<file path="src/hw/rtl/phong_specular_weight_core_assert.svh">
// Assertion macros shared by the specular weight RTL.
// Each macro expands to a labeled concurrent assertion in simulation
// and to nothing in synthesis.
`ifndef PHONG_SPECULAR_WEIGHT_CORE_ASSERT_SVH
`define PHONG_SPECULAR_WEIGHT_CORE_ASSERT_SVH
`ifndef SYNTHESIS
// Overlapping implication: cons is checked from the cycle of ante.
`define PSW_ASSERT_IMP(lbl, clk, rst_n, ante, cons) \
    lbl: assert property (@(posedge clk) disable iff (!rst_n) (ante) |-> cons) \
        else $error("psw: implication check failed");
// Next-cycle implication: cons is checked in the cycle after ante.
`define PSW_ASSERT_NEXT(lbl, clk, rst_n, ante, cons) \
    lbl: assert property (@(posedge clk) disable iff (!rst_n) (ante) |=> cons) \
        else $error("psw: next-cycle check failed");
`else
`define PSW_ASSERT_IMP(lbl, clk, rst_n, ante, cons)
`define PSW_ASSERT_NEXT(lbl, clk, rst_n, ante, cons)
`endif
`endif

</file>
<file path="src/hw/rtl/psw_pkg.sv">
`default_nettype none
package psw_pkg;

    // Fixed field widths
    localparam int VEC_W    = 16;
    localparam int COEF_W   = 16;
    localparam int SHIN_W   = 8;
    localparam int ADDR_W   = 4;
    localparam int DATA_W   = 32;

    // Register indexes (paddr[3:2])
    localparam logic [1:0] REG_COEF_RED   = 2'd0;
    localparam logic [1:0] REG_COEF_GREEN = 2'd1;
    localparam logic [1:0] REG_COEF_BLUE  = 2'd2;
    localparam logic [1:0] REG_SHININESS  = 2'd3;

    // Register reset values
    localparam logic [COEF_W-1:0] COEF_RESET = 16'd16384;
    localparam logic [SHIN_W-1:0] SHIN_RESET = 8'd1;

    // Saturation limit of a colour weight
    localparam logic [COEF_W-1:0] COLOUR_MAX = 16'hFFFF;

    typedef struct packed {
        logic [COEF_W-1:0] coef_red;
        logic [COEF_W-1:0] coef_green;
        logic [COEF_W-1:0] coef_blue;
        logic [SHIN_W-1:0] shininess;
    } cfg_t;

    typedef struct packed {
        logic signed [VEC_W-1:0] x;
        logic signed [VEC_W-1:0] y;
        logic signed [VEC_W-1:0] z;
    } vec_t;

endpackage
`default_nettype wire

</file>
<file path="src/hw/rtl/psw_cfg.sv">
`default_nettype none
module psw_cfg (
    input  wire logic                         clk,
    input  wire logic                         rst_n,
    input  wire logic                         psel,
    input  wire logic                         penable,
    input  wire logic                         pwrite,
    input  wire logic [psw_pkg::ADDR_W-1:0]   paddr,
    input  wire logic [psw_pkg::DATA_W-1:0]   pwdata,
    output logic      [psw_pkg::DATA_W-1:0]   prdata,
    output psw_pkg::cfg_t                     cfg
);

    psw_pkg::cfg_t cfg_reg;
    psw_pkg::cfg_t cfg_next;
    logic          wr_en;

    assign wr_en = psel & penable & pwrite;

    // Decode the write request
    always_comb
    begin
        cfg_next = cfg_reg;
        if (wr_en)
        begin
            case (paddr[3:2])
                psw_pkg::REG_COEF_RED:   cfg_next.coef_red   = pwdata[psw_pkg::COEF_W-1:0];
                psw_pkg::REG_COEF_GREEN: cfg_next.coef_green = pwdata[psw_pkg::COEF_W-1:0];
                psw_pkg::REG_COEF_BLUE:  cfg_next.coef_blue  = pwdata[psw_pkg::COEF_W-1:0];
                psw_pkg::REG_SHININESS:  cfg_next.shininess  = pwdata[psw_pkg::SHIN_W-1:0];
                default:                 cfg_next = cfg_reg;
            endcase
        end
    end

    // Hold the registers
    always_ff @(posedge clk or negedge rst_n)
    begin
        if (!rst_n)
        begin
            cfg_reg.coef_red   <= psw_pkg::COEF_RESET;
            cfg_reg.coef_green <= psw_pkg::COEF_RESET;
            cfg_reg.coef_blue  <= psw_pkg::COEF_RESET;
            cfg_reg.shininess  <= psw_pkg::SHIN_RESET;
        end
        else
        begin
            cfg_reg <= cfg_next;
        end
    end

    // Return the addressed register
    always_comb
    begin
        case (paddr[3:2])
            psw_pkg::REG_COEF_RED:   prdata = 32'(cfg_reg.coef_red);
            psw_pkg::REG_COEF_GREEN: prdata = 32'(cfg_reg.coef_green);
            psw_pkg::REG_COEF_BLUE:  prdata = 32'(cfg_reg.coef_blue);
            psw_pkg::REG_SHININESS:  prdata = 32'(cfg_reg.shininess);
            default:                 prdata = '0;
        endcase
    end

    assign cfg = cfg_reg;

endmodule
`default_nettype wire

</file>
<file path="config.mk">
export PLATFORM = sky130hd
export DESIGN_NAME = psw_cfg
export DESIGN_NICKNAME = d
export VERILOG_FILES = /design/src/hw/rtl/phong_specular_weight_core_assert.svh /design/src/hw/rtl/psw_pkg.sv /design/src/hw/rtl/psw_cfg.sv
export SDC_FILE = /design/constraint.sdc
export NUM_CORES = 1
export LEC_CHECK = 0
export ABC_AREA = 1
export ABC_CLOCK_PERIOD_IN_PS = 1880
export BUFFER_PORTS_ARGS = -buffer_cell sky130_fd_sc_hd__buf_2
export CAP_MARGIN = 5
export CORE_MARGIN = 2
export CORE_UTILIZATION = 50
export DETAILED_ROUTE_END_ITERATION = 12
export PLACE_DENSITY_LB_ADDON = 0.08
export SYNTH_ARGS = -nofsm -noshare
export SYNTH_HDL_FRONTEND = slang
export SYNTH_SLANG_ARGS = --single-unit
</file>
<file path="constraint.sdc">
create_clock -name clk -period 1.88 [get_ports clk]
set_clock_uncertainty 0.1 [all_clocks]
set_input_delay 0.094 -clock clk [delete_from_list [all_inputs] [get_ports clk]]
set_output_delay 0.094 -clock clk [all_outputs]
set_load 0.02 [all_outputs]
</file>
==> results by group <==
Synthesis
  – Top cells by area, synth: dfrtp_1 (46%), nand2_1 (27%), nand3_1 (5.7%), buf_4 (4.5%), dfstp_2 (3.7%)
  – Mux share of post-synthesis cell area: 0
  – Most numerous cell in the Yosys netlist: nand2_1
  – Post-synthesis async set-or-reset flop share: 1.00
  – Adder-Cell Fraction of Synth Area: 0
  – Most frequent cells after synthesis: nand2_1 (204), dfrtp_1 (52), nand3_1 (32), buf_4 (17)
  – Ys flop type: dfrtp_1
  – Register area share after synthesis: 0.501
  – Compound-cell area share of the yosys netlist: 0
  – Synthesis warning total: 0
  – Syn Area/Cell: 8.11 um2
  – Synth Cell Area: 0.00281 mm2
  – Top cell type's share of synthesized area: 0.464
  – Simple-Gate Fraction of Synth Area: 0.405
  – XOR/XNOR Fraction of Synth Area: 0
  – Flops & latches, synth: 56
  – Cell accounting for the most synthesized area: dfrtp_1
  – Mapped Cells: between 300 and 400
  – Netlist cell types: 16
  – Post-synth EDFFs: 0
  – Largest family of logic cells by synthesized area: simple AND/OR/NAND/NOR gates

Min path
  – Hold Path Class: in2reg
  – Hold depth: 5

Route
  – DRC viols: 0
  – Antenna-violating nets left: 0
  – DR WL/cell: about 14 um
  – Initial DRC count: roughly 150
  – TritonRoute pass-1 iters: 5
  – Via density per instance: 4.94
  – Via count: around 2600
  – DRT Wirelength: 7390 um

Timing
  – Max transition margin: 0.639
  – Fin crit share: 0.752
  – Final Hold Vio Count: 0
  – # setup viols final: 0
  – Worst Slack Setup Final: 467 ps
  – Slew Viols, Final: 0
  – Setup TNS: 0 ps
  – Fmax: 0.708 GHz
  – Least-Margin Pin Slew: 540 ps
  – RSZ-0062 raised after global routing: false
  – Hold WS: 179 ps
  – Post-layout min period: 1410 ps

Power
  – Tot Pwr: 3520 uW
  – Static Leak: 0.00205 uW
  – Power per cell area: 1010 mW/mm2
  – VDD IR max: between 400 and 500 uV

Finish
  – Layout cells sized above 1: 0.270
  – # fillers: 528
  – Final Core Density: 0.638
  – Antenna cells: 0
  – Max reg flops: 56
  – Area grow syn2layout: 24.4%
  – Final Net Count: 496

Floorplanning
  – Core Area: 0.00547 mm2
  – Cell Rows: 27
  – Die height: 78.9 um
  – Full die area: 0.00623 mm2
  – Io pins: 129
  – Die W: 78.9 um
  – Starting Density: 0.513

Critical path
  – Worst EP required: 1690 ps
  – Worst path depth: 3
  – Startpoint types: flip-flop
  – WS Path Type: reg2out
  – Critical path's top delay family: flip-flops
  – Crit path cell chain: nand3_1, nand4_1, buf_2
  – Crit-path max cell delay: about 550 ps
  – Worst Reg2Reg Path Length in Cells: 2
  – CP Max Fanout: 3
  – Worst Path Buf+Inv: 1
  – Slowest-stage cell, CP: dfstp_2
  – Critical Path AT: 1220 ps
  – Element type at the critical path end: output pin

CTS
  – CTS tree: done
  – Sink Count: 56
  – Root buf cell: clkbuf_8
  – Worst-case clock buffer depth: 2
  – Clock Latency Late Sink: 300 ps
  – Htree depth: 2
  – Post-CTS setup buffers: 0
  – CTS Buf Count: 5
  – Clk slew on worst S/H paths: approximately 90 ps
  – PostCTS Resize Cnt: 0

Flow run
  – Max-Cap Viols: 0

GRT
  – Vias in the first global route: 2426
  – Largest net degree at the start of global routing: 57
  – Grt total ovfl: 0
  – Total track usage: 0.247
  – First-pass GRT wire length: 11900 um
  – Initial antenna violation count: 0

Placement
  – Port bufs: 94
  – Final GP Congestion: 0.806
  – Dpl ws: slightly below 500 ps
  – Dpl hpwl: 4840 um

Outcome
  – Run status: completed
==> logic make-up after synthesis <==
logic type	Yosys count
buffers and inverters	33
flip-flops	56
other	1
AND/OR/NAND/NOR	256
==> routing by layer <==
metal / GRT usage / vias to the layer above / wire, um
li1: - / 1268 / -
met1: 0.330 / 1226 / 3170
met2: 0.420 / 108 / 3630
met3: 0.0341 / 8 / 503
met4: 0.0776 / 0 / 87
met5: 0 / - / 0
==> cell usage in the layout (no fill, tap or decap) <==
cell type / instances
buf_4: 2
inv_6: 2
dfstp_2: 4
dfrtp_1: 52
nor2_8: 2
clkbuf_8: 6
buf_12: 1
inv_1: 2
nand4_1: 8
nand3_4: 1
conb_1: 16
clkbuf_1: 2
nor2_4: 4
nand3_1: 32
inv_2: 2
dlygate4sd3_1: 17
buf_2: 94
nand2_4: 5
nand2_1: 204
==> per-stage QoR <==
step	std cells	cell area, um2
3_5_place_dp	503	3230
4_1_cts	528	3490
6_report	528	3490
5_1_grt	528	3490
2_1_floorplan	361	2860
3_3_place_gp	503	3230
==> worst register-to-register path: cells and delay by family, from the launching register on <==
kind / cells / cell delay [ps]
flops: 1 / 560
simple gates: 2 / 130
==> repair_timing <==
action,CTS,global route
endpoints found under the setup margin,0,0
endpoints found under the hold margin,112,0
hold buffers,17,0
==> cell type report <==
type | instances | area (um2) | share of cell area
repair buffers | 114 | 676 | 0.194
multi-input cells | 272 | 1190 | 0.342
clock buffers | 8 | 90.1 | 0.0258
well taps | 72 | 90.1 | 0.0258
inverters | 6 | 32.5 | 0.00932
flip-flops and latches | 56 | 1410 | 0.403
==> power by group <==
part           switching, uW  total, uW  internal, uW
clock                    358        660           301
sequential               202       1670          1460
combinational            799       1200           396
==> worst paths after layout <==
path | startpoint | to | slack (ps)
max | cfg[0] | prdata[0] | 470
min | penable | cfg[0] | 180
max reg2reg | cfg[38] | cfg[38] | 1050
min reg2reg | cfg[0] | cfg[0] | 370
max in group asynchronous | rst_n | cfg[38] | 1160
min in group asynchronous | rst_n | cfg[44] | 210
Power figures use the tool's default switching activity.
