**src/hw/rtl/phong_specular_weight_core_assert.svh**
```systemverilog
// Assertion macros shared by the specular weight RTL.
// Each macro expands to a labeled concurrent assertion in simulation
// and to nothing in synthesis.
`ifndef PHONG_SPECULAR_WEIGHT_CORE_ASSERT_SVH
`define PHONG_SPECULAR_WEIGHT_CORE_ASSERT_SVH
`ifndef SYNTHESIS
// Overlapping implication: cons is checked from the cycle of ante.
`define PSW_ASSERT_IMP(lbl, clk, rst_n, ante, cons) \
    lbl: assert property (@(posedge clk) disable iff (!rst_n) (ante) |-> cons) \
        else $error("psw: implication check failed");
// Next-cycle implication: cons is checked in the cycle after ante.
`define PSW_ASSERT_NEXT(lbl, clk, rst_n, ante, cons) \
    lbl: assert property (@(posedge clk) disable iff (!rst_n) (ante) |=> cons) \
        else $error("psw: next-cycle check failed");
`else
`define PSW_ASSERT_IMP(lbl, clk, rst_n, ante, cons)
`define PSW_ASSERT_NEXT(lbl, clk, rst_n, ante, cons)
`endif
`endif

```
**src/hw/rtl/psw_pkg.sv**
```systemverilog
`default_nettype none
package psw_pkg;

    // Fixed field widths
    localparam int VEC_W    = 16;
    localparam int COEF_W   = 16;
    localparam int SHIN_W   = 8;
    localparam int ADDR_W   = 4;
    localparam int DATA_W   = 32;

    // Register indexes (paddr[3:2])
    localparam logic [1:0] REG_COEF_RED   = 2'd0;
    localparam logic [1:0] REG_COEF_GREEN = 2'd1;
    localparam logic [1:0] REG_COEF_BLUE  = 2'd2;
    localparam logic [1:0] REG_SHININESS  = 2'd3;

    // Register reset values
    localparam logic [COEF_W-1:0] COEF_RESET = 16'd16384;
    localparam logic [SHIN_W-1:0] SHIN_RESET = 8'd1;

    // Saturation limit of a colour weight
    localparam logic [COEF_W-1:0] COLOUR_MAX = 16'hFFFF;

    typedef struct packed {
        logic [COEF_W-1:0] coef_red;
        logic [COEF_W-1:0] coef_green;
        logic [COEF_W-1:0] coef_blue;
        logic [SHIN_W-1:0] shininess;
    } cfg_t;

    typedef struct packed {
        logic signed [VEC_W-1:0] x;
        logic signed [VEC_W-1:0] y;
        logic signed [VEC_W-1:0] z;
    } vec_t;

endpackage
`default_nettype wire

```
**src/hw/rtl/psw_scale.sv**
```systemverilog
`default_nettype none
`include "phong_specular_weight_core_assert.svh"
module psw_scale #(
    parameter int FRAC_BITS = 14
) (
    input  wire logic                         clk,
    input  wire logic                         rst_n,
    input  wire logic                         valid_in,
    input  wire logic [FRAC_BITS:0]           p_in,
    input  wire psw_pkg::cfg_t                cfg,
    output logic                              done,
    output logic [psw_pkg::COEF_W-1:0]        colour_red,
    output logic [psw_pkg::COEF_W-1:0]        colour_green,
    output logic [psw_pkg::COEF_W-1:0]        colour_blue
);

    localparam int CW = psw_pkg::COEF_W;
    localparam int PW = FRAC_BITS + 1;
    localparam int MW = CW + PW;

    logic [CW-1:0] coef [3];
    logic [CW-1:0] colour_reg  [3];
    logic [CW-1:0] colour_next [3];
    logic          done_reg;

    assign coef[0] = cfg.coef_red;
    assign coef[1] = cfg.coef_green;
    assign coef[2] = cfg.coef_blue;

    // Scale each coefficient by the power and saturate
    always_comb
    begin
        logic [MW-1:0] prod;
        logic [CW:0]   shifted;
        for (int k = 0; k < 3; k++)
        begin
            prod           = MW'(coef[k]) * MW'(p_in);
            shifted        = prod[MW-1:FRAC_BITS];
            colour_next[k] = shifted[CW] ? psw_pkg::COLOUR_MAX : shifted[CW-1:0];
        end
    end

    // Drive the result strobe
    always_ff @(posedge clk or negedge rst_n)
    begin
        if (!rst_n)
            done_reg <= 1'b0;
        else
            done_reg <= valid_in;
    end

    // Hold the result
    always_ff @(posedge clk)
    begin
        for (int k = 0; k < 3; k++)
        begin
            colour_reg[k] <= colour_next[k];
        end
    end

    assign done         = done_reg;
    assign colour_red   = colour_reg[0];
    assign colour_green = colour_reg[1];
    assign colour_blue  = colour_reg[2];

    // A zero power gives black on all channels
    `PSW_ASSERT_NEXT(a_zero_power, clk, rst_n, valid_in && (p_in == '0), (colour_red == '0 && colour_green == '0 && colour_blue == '0))

endmodule
`default_nettype wire

```
**config.mk**
```make
export PLATFORM = sky130hd
export DESIGN_NAME = psw_scale
export DESIGN_NICKNAME = d
export VERILOG_FILES = /design/src/hw/rtl/psw_pkg.sv /design/src/hw/rtl/psw_scale.sv
export VERILOG_INCLUDE_DIRS = /design/src /design/src/hw/rtl
export SDC_FILE = /design/constraint.sdc
export NUM_CORES = 2
export LEC_CHECK = 0
export ABC_CLOCK_PERIOD_IN_PS = 800
export BUFFER_PORTS_ARGS = -buffer_cell sky130_fd_sc_hd__buf_2
export CAP_MARGIN = 20
export CORE_MARGIN = 3
export CORE_UTILIZATION = 50
export CTS_BUF_LIST = sky130_fd_sc_hd__clkbuf_8
export CTS_CLUSTER_SIZE = 40
export DETAILED_ROUTE_END_ITERATION = 7
export PLACE_DENSITY = 0.68
export SKIP_LAST_GASP = 1
export SYNTH_ARGS = -nofsm -noshare
export SYNTH_HDL_FRONTEND = slang
export SYNTH_SLANG_ARGS = --single-unit
export TNS_END_PERCENT = 100
```
**constraint.sdc**
```tcl
create_clock -name clk -period 0.8 [get_ports clk]
set_input_delay 0.04 -clock clk [delete_from_list [all_inputs] [get_ports clk]]
set_output_delay 0.04 -clock clk [all_outputs]
set_load 0.01 [all_outputs]
```
==> results.py <==
metrics = {
    "grt": {
        "grt_pass1_wl_microns": 102000,
        "grt_start_max_net_pins": 25,
        "track_usage_pct": 25.3,
        "antenna_found_initial": 3,
        "vias_in_the_first_global_route": 20800,
        "remaining_global_route_overflow": 0,
    },
    "clock_tree": {
        "cts_max_level": 2,
        "ctsLongestPathBuffers": 2,
        "cts.root.buffer_cell": "sky130_fd_sc_hd__clkbuf_8",
        "total_cts_buffers": 5,
        "tritoncts": "yes",
        "numClockSinks": 49,
        "clkTransAtPathRegs_ps": 120,
    },
    "route": {
        "drt_drc_violations_left": 0,
        "routed_wirelength_microns": 61500,
        "drt_iter0_markers": 921,
        "post_drt_wl_per_cell_microns": 16.8,
        "ant_nets": 0,
        "viasPerCell": 5.11,
        "dr_total_vias": 18600,
        "1st_pass_router_iterations": 5,
    },
    "critical_path": {
        "worst_setup_path_start_kind": "input port",
        "worst-path-max-fanout": 9,
        "crit_path_end_kind": "register",
        "crit_path_dat_ps": 5820,
        "critical_path.cell_chain": "buf_12 -> buf_8 -> buf_12 -> and2_4 -> fa_1 -> inv_2 -> fa_1 -> inv_1 -> fa_1 -> fa_1 -> fa_1 -> inv_1 -> fa_1 -> inv_2 -> ha_4 -> a211o_1 -> a21oi_4 -> a211oi_2 -> o21bai_2 -> a21oi_2 -> o41ai_2 -> xnor2_1 -> bufbuf_16 -> nand2b_1",
        "worst_path_dominant_cell_family": "adder cells",
        "cpPeakStageDelay_ps": 530,
        "worstPathRequired_ps": 1060,
        "timing.critical_path.slowest_stage_cell": "sky130_fd_sc_hd__fa_1",
        "path_buf_inv": 8,
        "worst_setup_path_class": "input port to register",
        "most_used_cell_along_the_critical_path": "sky130_fd_sc_hd__fa_1",
        "cell_depth_of_the_worst_setup_path": 24,
    },
    "yosys": {
        "synth_seq_area_share_pct": 4.11,
        "synth-edff-count": 0,
        "mappedNetlistNets": 3576,
        "synthDominantCellAreaShare_pct": 44.9,
        "synth-warning-count": 0,
        "synthesis.area_per_instance_sq_um": 8.91,
        "count_of_mapped_cells_out_of_synthesis": 2689,
        "dominantRegCellSynth": "sky130_fd_sc_hd__dfxtp_1",
        "mapped_area_sq_um": 24000,
        "yosysUniqueCellTypes": 56,
        "synth-seq-cells": 49,
        "ys_top_cells_by_area": "sky130_fd_sc_hd__fa_1 45%, sky130_fd_sc_hd__ha_1 14%, sky130_fd_sc_hd__and2_1 11%, sky130_fd_sc_hd__inv_1 10%, sky130_fd_sc_hd__nand2_1 5.5%",
        "synth_async_sr_flop_share_pct": 2.04,
        "synth.top_cells.by_count": "641 x sky130_fd_sc_hd__inv_1, 537 x sky130_fd_sc_hd__fa_1, 431 x sky130_fd_sc_hd__and2_1, 349 x sky130_fd_sc_hd__nand2_1, 276 x sky130_fd_sc_hd__ha_1",
        "synthDominantAreaCellType": "sky130_fd_sc_hd__fa_1",
        "post-synth-top-count-cell": "sky130_fd_sc_hd__inv_1",
    },
    "timing": {
        "report.final.hold_viol_count": 0,
        "fin_setup_tns_ps": -227520,
        "setup_viol": 97,
        "slew-limit-headroom_pct": 62.7,
        "finalCriticalPeriod_ps": 5560,
        "timing_worst_slew_pin_value_ps": 554,
        "timing.fmax_mhz": 180,
        "final-max-slew-violation-count": 0,
        "unrepaired_setup_endpoints_after_global_routing": "true",
        "finalCritPeriodShare_pct": 695,
        "post-route-worst-setup-slack_ps": -4760,
    },
    "final_layout": {
        "layout.filler_cells": 3927,
        "area_delta_synth_final_pct": 20.8,
        "final_layout_size_suffix_gt1_share_pct": 20.7,
        "largest_register_ff_count": 48,
        "nets": 3928,
    },
    "worst_hold_path": {
        "hold_path_depth": 2,
        "timing.hold.worst.class": "input port to register",
    },
    "place": {
        "post-place-ws_ps": -5240,
        "place.port_buffers": 114,
        "gp_congestion": 0.900,
        "detailedPlacementHpwl_microns": 52100,
    },
    "die": {
        "die_height_microns": 225,
        "initial_core_util_pct": 51.1,
        "die_area_sq_um": 50600,
        "io_pins": 123,
        "count_of_standard_cell_rows": 79,
        "core_area_sq_um": 47000,
        "dieWidth_microns": 225,
    },
    "run_status": {
        "status": "complete, but fails checks",
        "violations": "setup timing",
    },
    "flow_run": {
        "max_cap_violations": 0,
    },
}
-- layout make-up --
| class | instances | area, sq um | share of cell area, % |
|---|---|---|---|
| antenna | 2 | 5.00 | 0.0173 |
| clock buffer | 5 | 68.8 | 0.238 |
| clock inverter | 3 | 18.8 | 0.0648 |
| inverter | 641 | 2410 | 8.31 |
| multi-input combinational | 1872 | 20600 | 71.3 |
| sequential | 49 | 1010 | 3.47 |
| tap | 607 | 759 | 2.62 |
| timing repair buffer | 472 | 4060 | 14.0 |
-- cell families (layout without fill, tap and decap cells) --
kind of cell / Yosys count / in the layout / share of synthesized area, %
AO/OA/AOI/OAI: 138 / 138 / 3.96
XOR/XNOR: 52 / 52 / 1.93
adder cells (fa/ha/maj): 813 / 813 / 59.3
buffers and inverters: 768 / 1121 / 12.1
flip-flops: 49 / 49 / 4.11
multiplexers: 1 / 1 / 0.0418
other: 0 / 2 / 0
AND/OR/NAND/NOR: 868 / 868 / 18.6
-- path summary, 6_finish.rpt --
kind / startpoint / endpoint / slack, ps
min in group asynchronous: rst_n / done / 450
max: p_in[2] / colour_reg[0][22] / -4760
min: valid_in / done / 280
max in group asynchronous: rst_n / done / 250
-- cells in the final DEF (no fill, tap or decap), types with 30 or more instances in the layout --
| master | n |
|---|---|
| sky130_fd_sc_hd__and2_1 | 401 |
| sky130_fd_sc_hd__ha_1 | 262 |
| sky130_fd_sc_hd__inv_1 | 626 |
| sky130_fd_sc_hd__buf_2 | 81 |
| sky130_fd_sc_hd__and2_4 | 30 |
| sky130_fd_sc_hd__buf_6 | 39 |
| sky130_fd_sc_hd__nand2_1 | 323 |
| sky130_fd_sc_hd__a21oi_1 | 33 |
| sky130_fd_sc_hd__buf_12 | 31 |
| sky130_fd_sc_hd__fa_1 | 530 |
| sky130_fd_sc_hd__dfxtp_1 | 32 |
| sky130_fd_sc_hd__buf_4 | 304 |
-- layer usage --
layer  global-route usage [%]  wire, microns  vias up
li1                         -              -     8583
met1                     32.7          25500     9468
met2                     44.1          30700      483
met3                     4.38           3610      103
met4                     7.36           1640        2
met5                        0             10        -
-- stage by stage --
step	instances	hold WS (ps)	instance area, sq um	util, %
6_report	3651	281	29000	61.7
5_1_grt	3651	285	29000	61.7
4_1_cts	3626	262	28500	60.7
3_5_place_dp	3599	-184	27700	59.0
3_3_place_gp	3599	-185	27700	59.0
2_1_floorplan	2689	-256	24600	-
-- repair_timing --
action	in CTS	in global routing
hold buffers	3	0
setup buffers	13	23
endpoints found under the hold margin	2	0
cloned	3	4
endpoints found under the setup margin	97	97
resized for setup	145	77
pin swaps	23	24
Power is not shown: default switching activity piles up to over one toggle a cycle in this logic, so the estimate is an artifact.
